[config.mk]
export PLATFORM = sky130hd
export DESIGN_NAME = utf8_decoder_core
export DESIGN_NICKNAME = d
export VERILOG_FILES = /design/src/rtl/udec_pkg.sv /design/src/rtl/utf8_decoder_core.sv
export VERILOG_INCLUDE_DIRS = /design/src /design/src/rtl
export SDC_FILE = /design/constraint.sdc
export NUM_CORES = 1
export LEC_CHECK = 0
export BUFFER_PORTS_ARGS = -buffer_cell sky130_fd_sc_hd__buf_4
export CORE_UTILIZATION = 50
export CTS_BUF_LIST = sky130_fd_sc_hd__clkbuf_4 sky130_fd_sc_hd__clkbuf_8
export DETAILED_ROUTE_END_ITERATION = 10
export PLACE_DENSITY = 0.76
export SLEW_MARGIN = 20
export SYNTH_ARGS = -nofsm -noshare
export SYNTH_HDL_FRONTEND = slang
export SYNTH_SLANG_ARGS = --single-unit
[constraint.sdc]
create_clock -name i_clk -period 5.65 [get_ports i_clk]
set_input_delay 1.13 -clock i_clk [delete_from_list [all_inputs] [get_ports i_clk]]
set_output_delay 1.13 -clock i_clk [all_outputs]
set_load 0.05 [all_outputs]
[src/rtl/utf8_decoder_core_macros.svh]
// assertion macros for the utf8 decoder core
// no dependencies; taken in by the rtl files that check their own logic
`ifndef UTF8_DECODER_CORE_MACROS_SVH
`define UTF8_DECODER_CORE_MACROS_SVH
`ifndef SYNTHESIS
// clocked check, off while reset is low
`define UDEC_ASSERT(label, clk, rst_n, prop, msg) \
    label: assert property (@(posedge clk) disable iff (!rst_n) prop) else $error(msg);
// clocked check that also holds during reset
`define UDEC_ASSERT_ALWAYS(label, clk, prop, msg) \
    label: assert property (@(posedge clk) prop) else $error(msg);
`else
`define UDEC_ASSERT(label, clk, rst_n, prop, msg)
`define UDEC_ASSERT_ALWAYS(label, clk, prop, msg)
`endif
`endif

[src/rtl/udec_pkg.sv]
// constants and types for the utf8 decoder core
// no dependencies
`default_nettype none
package udec_pkg;

    localparam int unsigned CP_W = 21;

    // byte classes
    localparam logic [7:0] MASK_CONT  = 8'hC0;
    localparam logic [7:0] CODE_CONT  = 8'h80;
    localparam logic [7:0] MASK_LEAD2 = 8'hE0;
    localparam logic [7:0] CODE_LEAD2 = 8'hC0;
    localparam logic [7:0] MASK_LEAD3 = 8'hF0;
    localparam logic [7:0] CODE_LEAD3 = 8'hE0;
    localparam logic [7:0] MASK_LEAD4 = 8'hF8;
    localparam logic [7:0] CODE_LEAD4 = 8'hF0;

    // payload masks of lead and continuation bytes
    localparam logic [7:0] PAY_LEAD2 = 8'h1F;
    localparam logic [7:0] PAY_LEAD3 = 8'h0F;
    localparam logic [7:0] PAY_LEAD4 = 8'h07;
    localparam logic [7:0] PAY_CONT  = 8'h3F;

    localparam logic [CP_W-1:0] CP_BAD = 21'h00FFFD;

    // results caused by one byte: some replacement marks, then an optional tail
    typedef struct packed {
        logic [1:0]      nbad;
        logic            tail;
        logic [CP_W-1:0] cp;
        logic            eot;
    } t_bundle;

endpackage
`default_nettype wire

[src/rtl/utf8_decoder_core.sv]
// utf8 decoder core: byte in, code points out
// depends on udec_pkg and utf8_decoder_core_macros.svh
`default_nettype none
`include "utf8_decoder_core_macros.svh"

// Streaming UTF-8 decoder. One byte is taken per beat on the input channel
// (i_valid / o_stall) and decoded code points leave one per beat on the
// output channel (o_valid / i_stall). A byte is decoded in the cycle it is
// accepted into a result bundle register; the bundle then feeds a single
// output register. Throughput is one byte per cycle as long as each byte
// gives at most one result and i_stall is low; a byte that gives several
// results (a broken sequence or a text end that flushes held bytes, up to
// four results) holds the input until its last result has moved on, since
// the output port moves one result per cycle. A zero byte ends the text
// with code_point 0 and end_of_text set; last_of_run marks the final result
// of each byte. Overlong forms and surrogates pass through decoded.
module utf8_decoder_core
    import udec_pkg::*;
(
    input  wire logic            i_clk,
    input  wire logic            i_rst_n,
    input  wire logic            i_valid,
    input  wire logic [7:0]      i_text_byte,
    output logic                 o_stall,
    output logic                 o_valid,
    output logic [CP_W-1:0]      o_code_point,
    output logic                 o_end_of_text,
    output logic                 o_last_of_run,
    input  wire logic            i_stall
);

    // decoder state
    logic [1:0]      r_exp, n_exp;
    logic [1:0]      r_held, n_held;
    logic [CP_W-1:0] r_acc, n_acc;

    // bundle register
    logic            r_b_valid, n_b_valid;
    t_bundle         r_b, n_b;

    // output register
    logic            r_o_valid, n_o_valid;
    logic [CP_W-1:0] r_o_cp, n_o_cp;
    logic            r_o_eot, n_o_eot;
    logic            r_o_last, n_o_last;

    logic            in_take;
    logic            o_free;
    logic            b_move;
    logic            b_final;
    t_bundle         dec;
    logic [1:0]      flush_cnt;
    logic            is_cont;
    logic [1:0]      held_inc;
    logic [CP_W-1:0] acc_shift;

    // handshake
    assign o_free  = !r_o_valid || !i_stall;
    assign b_move  = r_b_valid && o_free;
    assign b_final = (r_b.nbad == 2'd0) || ((r_b.nbad == 2'd1) && !r_b.tail);
    assign o_stall = r_b_valid && !(b_move && b_final);
    assign in_take = i_valid && !o_stall;

    // byte decode and next state
    assign is_cont   = (i_text_byte & MASK_CONT) == CODE_CONT;
    assign held_inc  = r_held + 2'd1;
    assign acc_shift = {r_acc[CP_W-7:0], i_text_byte[5:0]};
    assign flush_cnt = (r_exp == 2'd0) ? 2'd0 :
                       (r_held >= 2'd2) ? 2'd3 : held_inc;

    always_comb begin
        n_exp    = r_exp;
        n_held   = r_held;
        n_acc    = r_acc;
        dec.nbad = 2'd0;
        dec.tail = 1'b0;
        dec.cp   = CP_BAD;
        dec.eot  = 1'b0;
        if (i_text_byte == 8'h00) begin
            // end of text: flush held bytes, then end marker
            dec.nbad = flush_cnt;
            dec.tail = 1'b1;
            dec.cp   = '0;
            dec.eot  = 1'b1;
            n_exp    = 2'd0;
            n_held   = 2'd0;
            n_acc    = '0;
        end else if ((r_exp != 2'd0) && is_cont) begin
            // collect continuation, emit when the sequence completes
            if ((held_inc >= r_exp) || (held_inc == 2'd0)) begin
                dec.tail = 1'b1;
                dec.cp   = acc_shift;
                n_exp    = 2'd0;
                n_held   = 2'd0;
                n_acc    = '0;
            end else begin
                n_held = held_inc;
                n_acc  = acc_shift;
            end
        end else begin
            // broken sequence flush, then the byte as a new lead
            dec.nbad = flush_cnt;
            n_exp    = 2'd0;
            n_held   = 2'd0;
            n_acc    = '0;
            if (i_text_byte[7] == 1'b0) begin
                dec.tail = 1'b1;
                dec.cp   = {13'd0, i_text_byte};
            end else if ((i_text_byte & MASK_LEAD2) == CODE_LEAD2) begin
                n_exp = 2'd1;
                n_acc = {13'd0, i_text_byte & PAY_LEAD2};
            end else if ((i_text_byte & MASK_LEAD3) == CODE_LEAD3) begin
                n_exp = 2'd2;
                n_acc = {13'd0, i_text_byte & PAY_LEAD3};
            end else if ((i_text_byte & MASK_LEAD4) == CODE_LEAD4) begin
                n_exp = 2'd3;
                n_acc = {13'd0, i_text_byte & PAY_LEAD4};
            end else begin
                dec.tail = 1'b1;
            end
        end
    end

    // bundle register: load on input beat, count down as results leave
    always_comb begin
        n_b_valid = r_b_valid;
        n_b       = r_b;
        if (b_move) begin
            if (b_final) begin
                n_b_valid = 1'b0;
            end else begin
                n_b.nbad = r_b.nbad - 2'd1;
            end
        end
        if (in_take) begin
            n_b_valid = (dec.nbad != 2'd0) || dec.tail;
            n_b       = dec;
        end
    end

    // output register: head of the bundle
    always_comb begin
        n_o_valid = r_o_valid && i_stall;
        n_o_cp    = r_o_cp;
        n_o_eot   = r_o_eot;
        n_o_last  = r_o_last;
        if (b_move) begin
            n_o_valid = 1'b1;
            n_o_last  = b_final;
            if (r_b.nbad != 2'd0) begin
                n_o_cp  = CP_BAD;
                n_o_eot = 1'b0;
            end else begin
                n_o_cp  = r_b.cp;
                n_o_eot = r_b.eot;
            end
        end
    end

    // control registers
    always_ff @(posedge i_clk) begin
        if (!i_rst_n) begin
            r_exp     <= 2'd0;
            r_held    <= 2'd0;
            r_acc     <= '0;
            r_b_valid <= 1'b0;
            r_o_valid <= 1'b0;
        end else begin
            if (in_take) begin
                r_exp  <= n_exp;
                r_held <= n_held;
                r_acc  <= n_acc;
            end
            r_b_valid <= n_b_valid;
            r_o_valid <= n_o_valid;
        end
    end

    // payload registers
    always_ff @(posedge i_clk) begin
        r_b      <= n_b;
        r_o_cp   <= n_o_cp;
        r_o_eot  <= n_o_eot;
        r_o_last <= n_o_last;
    end

    assign o_valid       = r_o_valid;
    assign o_code_point  = r_o_cp;
    assign o_end_of_text = r_o_eot;
    assign o_last_of_run = r_o_last;

    // checks
    `UDEC_ASSERT(a_eot_shape, i_clk, i_rst_n, (o_valid && o_end_of_text) |-> ((o_code_point == '0) && o_last_of_run), "end marker must carry code point zero and close its run")
    `UDEC_ASSERT(a_bundle_nonempty, i_clk, i_rst_n, r_b_valid |-> ((r_b.nbad != 2'd0) || r_b.tail), "valid bundle holds no result")
    `UDEC_ASSERT(a_held_below_exp, i_clk, i_rst_n, (r_exp != 2'd0) |-> (r_held < r_exp), "held count reached expected total")
    `UDEC_ASSERT(a_idle_no_held, i_clk, i_rst_n, (r_exp == 2'd0) |-> ((r_held == 2'd0) && (r_acc == '0)), "idle decoder holds bytes")
    `UDEC_ASSERT_ALWAYS(a_stall_needs_bundle, i_clk, o_stall |-> r_b_valid, "input stalled with empty bundle")

endmodule
`default_nettype wire

==> impl_metrics.env <==
export IMPL_skew_ns=0.0127
export IMPL_synth_compound_area_frac=0.127
export IMPL_drive_gt1_frac=0.265
export IMPL_layout_commonest_cell="edfxtp_1"
export IMPL_cts_tree="yes"
export IMPL_r2r_start="r_b[23]"
export IMPL_fin_nets=271
export IMPL_area_delta_synth_final_pct=18.4
export IMPL_track_usage=0.180
export IMPL_r2r_slack_ns=2.85
export IMPL_wl_per_cell_um=14.3
export IMPL_num_rows=27
export IMPL_first_pass_iters=4
export IMPL_maxCapViolations=0
export IMPL_ios=37
export IMPL_ys_seq_area_frac=0.656
export IMPL_start_util=0.516
export IMPL_cts_htree_levels=3
export IMPL_synth_adder_area_share=0.0308
export IMPL_hp_class="flip-flop to flip-flop"
export IMPL_wl_met3_um=195
export IMPL_cp_required_ns=4.52
export IMPL_cp_cell_sequence="inv_1, ha_1, nand2b_1, o21ai_0, buf_4"
export IMPL_ys_types=38
export IMPL_cts_clk_slew_worst_paths_ns=0.07
export IMPL_numClockSinks=69
export IMPL_met1Wirelength_um=2090
export IMPL_status="finished, final reports clean"
export IMPL_final_util=0.611
export IMPL_crit_path_max_incr_delay_ns=0.62
export IMPL_cp_max_fo=24
export IMPL_grt_ovfl_total=0
export IMPL_final_period_utilization=0.569
export IMPL_final_cell_mix="edfxtp_1, buf_4, dfxtp_1, nand2b_1, and2_1"
export IMPL_yosys_area_share_simple=0.147
export IMPL_synth_area_leaders="edfxtp_1, dfxtp_1, nand2b_1"
export IMPL_max_freq_mhz=311
export IMPL_die_w_um=77.4
export IMPL_synth_top_family_by_area="simple AND/OR/NAND/NOR gates"
export IMPL_synth_area_leader_cell="edfxtp_1"
export IMPL_cts_root_buf="clkbuf_8"
export IMPL_critical_path_class="flip-flop to output pin"
export IMPL_synth_xor_area_share=0
export IMPL_vias=1717
export IMPL_grt_max_degree=30
export IMPL_synth_top_cell_area_share=0.507
export IMPL_setup_tns_ns=0
export IMPL_syn_inst=211
export IMPL_cts_buffers=9
export IMPL_slew_violations=0
export IMPL_diodes=0
export IMPL_hold_ws_ns=0.474
export IMPL_max_slew_margin=0.336
export IMPL_worstMarginPinSlew_ns=0.994
export IMPL_place_gp_congestion=0.805
export IMPL_avgSynthCellArea_um2=13.5
export IMPL_rr_worst_depth=6
export IMPL_rsz0062_at_grt="no"
export IMPL_ant_nets=0
export IMPL_drc=0
export IMPL_place_hpwl_um=3190
export IMPL_netlist_area_um2=2840
export IMPL_post_cts_buffers=0
export IMPL_wl_um=4690
export IMPL_leakage_nw=1.33
export IMPL_arrival_ns=2.09
export IMPL_hp_start="r_acc[12]"
export IMPL_final_setup_viol_count=0
export IMPL_grt_pass1_wl_um=8100
export IMPL_power_density_nw_per_um2=339
export IMPL_antenna_found_initial=0
export IMPL_muxShareOfSynthArea=0.0110
export IMPL_crit_path_top_delay_cell="ha_1"
export IMPL_coreArea_um2=5510
export IMPL_ys_seq_elements=69
export IMPL_clockBufferDepth=2
export IMPL_hold_depth=1
export IMPL_drt_iter0_drc=119
export IMPL_dp_cells=313
export IMPL_crit_path_end_kind="output pin"
export IMPL_layoutNonFillerInstCount=329
export IMPL_r2r_end="r_b[24]"
export IMPL_syn_nets=230
export IMPL_fp_dieH_um=77.4
export IMPL_design_area_um2=3360
export IMPL_min_period_ns=3.22
export IMPL_wl_met2_um=2340
export IMPL_ctsResizeCount=0
export IMPL_highest_layer="met4"
export IMPL_finalHoldViolCount=0
export IMPL_ys_warn_count=0
export IMPL_hold_end="r_acc[12]"
export IMPL_cp_start_kind="flip-flop"
export IMPL_grt_pass1_vias=1689
export IMPL_clkLatencyLatePin_ns=0.34
export IMPL_peakVddDrop_uv=134
export IMPL_fillCellCount=453
export IMPL_io_buffers=36
export IMPL_postCtsHoldBufs=0
export IMPL_dieArea_um2=5990
export IMPL_vias_per_cell=5.22
export IMPL_placed_area_um2=3170
logic make-up after synthesis:
family,count (synthesis)
fa+ha+maj,7
flops,69
compound gates,43
simple gates,71
buf+inv,18
mux,3
where the power goes:
| part | total (W) | switching (W) | internal [W] |
|---|---|---|---|
| registers | 0.000594 | 0.00000934 | 0.000584 |
| logic | 0.000162 | 0.000112 | 0.0000495 |
| clock network | 0.000383 | 0.000182 | 0.000201 |
| total | 0.00114 | 0.000303 | 0.000835 |
final cells by class:
type | instances | area (µm²) | share of cell area
sequential | 69 | 1860 | 0.554
multi-input combinational | 124 | 901 | 0.268
timing repair buffer | 37 | 278 | 0.0826
clock buffer | 9 | 124 | 0.0368
tap | 72 | 90.1 | 0.0268
clock inverter | 7 | 66.3 | 0.0197
inverter | 11 | 41.3 | 0.0123
Yosys cell counts, drive strengths merged:
master   number
dfxtp        21
ha            7
clkbuf        3
nand2b       19
o211ai        1
nand4         1
a21oi         4
nand2         7
nor2         11
and2         13
or4           4
o41ai         1
a2111oi       1
nor3b         1
mux2i         2
o31ai         1
a21o         11
o32a          1
a22o         11
a41o          3
inv          11
nor2b         2
a211o         1
nand3         3
o21ai         5
buf           4
a31oi         2
or2           7
edfxtp       48
and3          3
mux2          1
a21boi        1
layer usage:
layer / vias to the layer above / global-route usage
met1: 808 / 0.230
met5: - / 0
li1: 856 / -
met4: 0 / 0.106
met3: 4 / 0.0318
met2: 49 / 0.288
flip-flops by register name, indices dropped and copies added (netlist names):
signal         cells
o_valid            1
o_last_of_run      1
r_exp              2
r_b_valid          1
o_code_point      21
r_b               25
o_end_of_text      1
r_acc             15
r_held             2
worst max-delay path: cells and delay by family, from the launching register on:
family | cells | cell delay, ns
buf+inv | 2 | 0.31
flops | 1 | 0.42
compound gates | 1 | 0.14
simple gates | 1 | 0.26
fa+ha+maj | 1 | 0.62
worst max path at each step:
stage          slack (ns)  cells past startpoint  endpoint     from
3_3_place_gp         2.75                      4   o_stall  i_stall
5_1_grt              2.22                      5   o_stall  r_b[23]
2_1_floorplan        2.14                      2   r_b[23]  i_stall
3_5_place_dp         2.73                      4   o_stall  i_stall
4_1_cts              2.37                      5   o_stall  r_b[23]
6_report             2.43                      5   o_stall  r_b[23]
through the flow:
step	power (W)	setup slack [ns]
final	0.00114	2.43
after global routing	0.00119	2.22
after CTS	0.00115	2.37
after floorplan	0.000720	2.14
after detailed placement	0.000768	2.73
after global placement	0.000764	2.75
No activity file was read; power rests on OpenSTA's default activity.
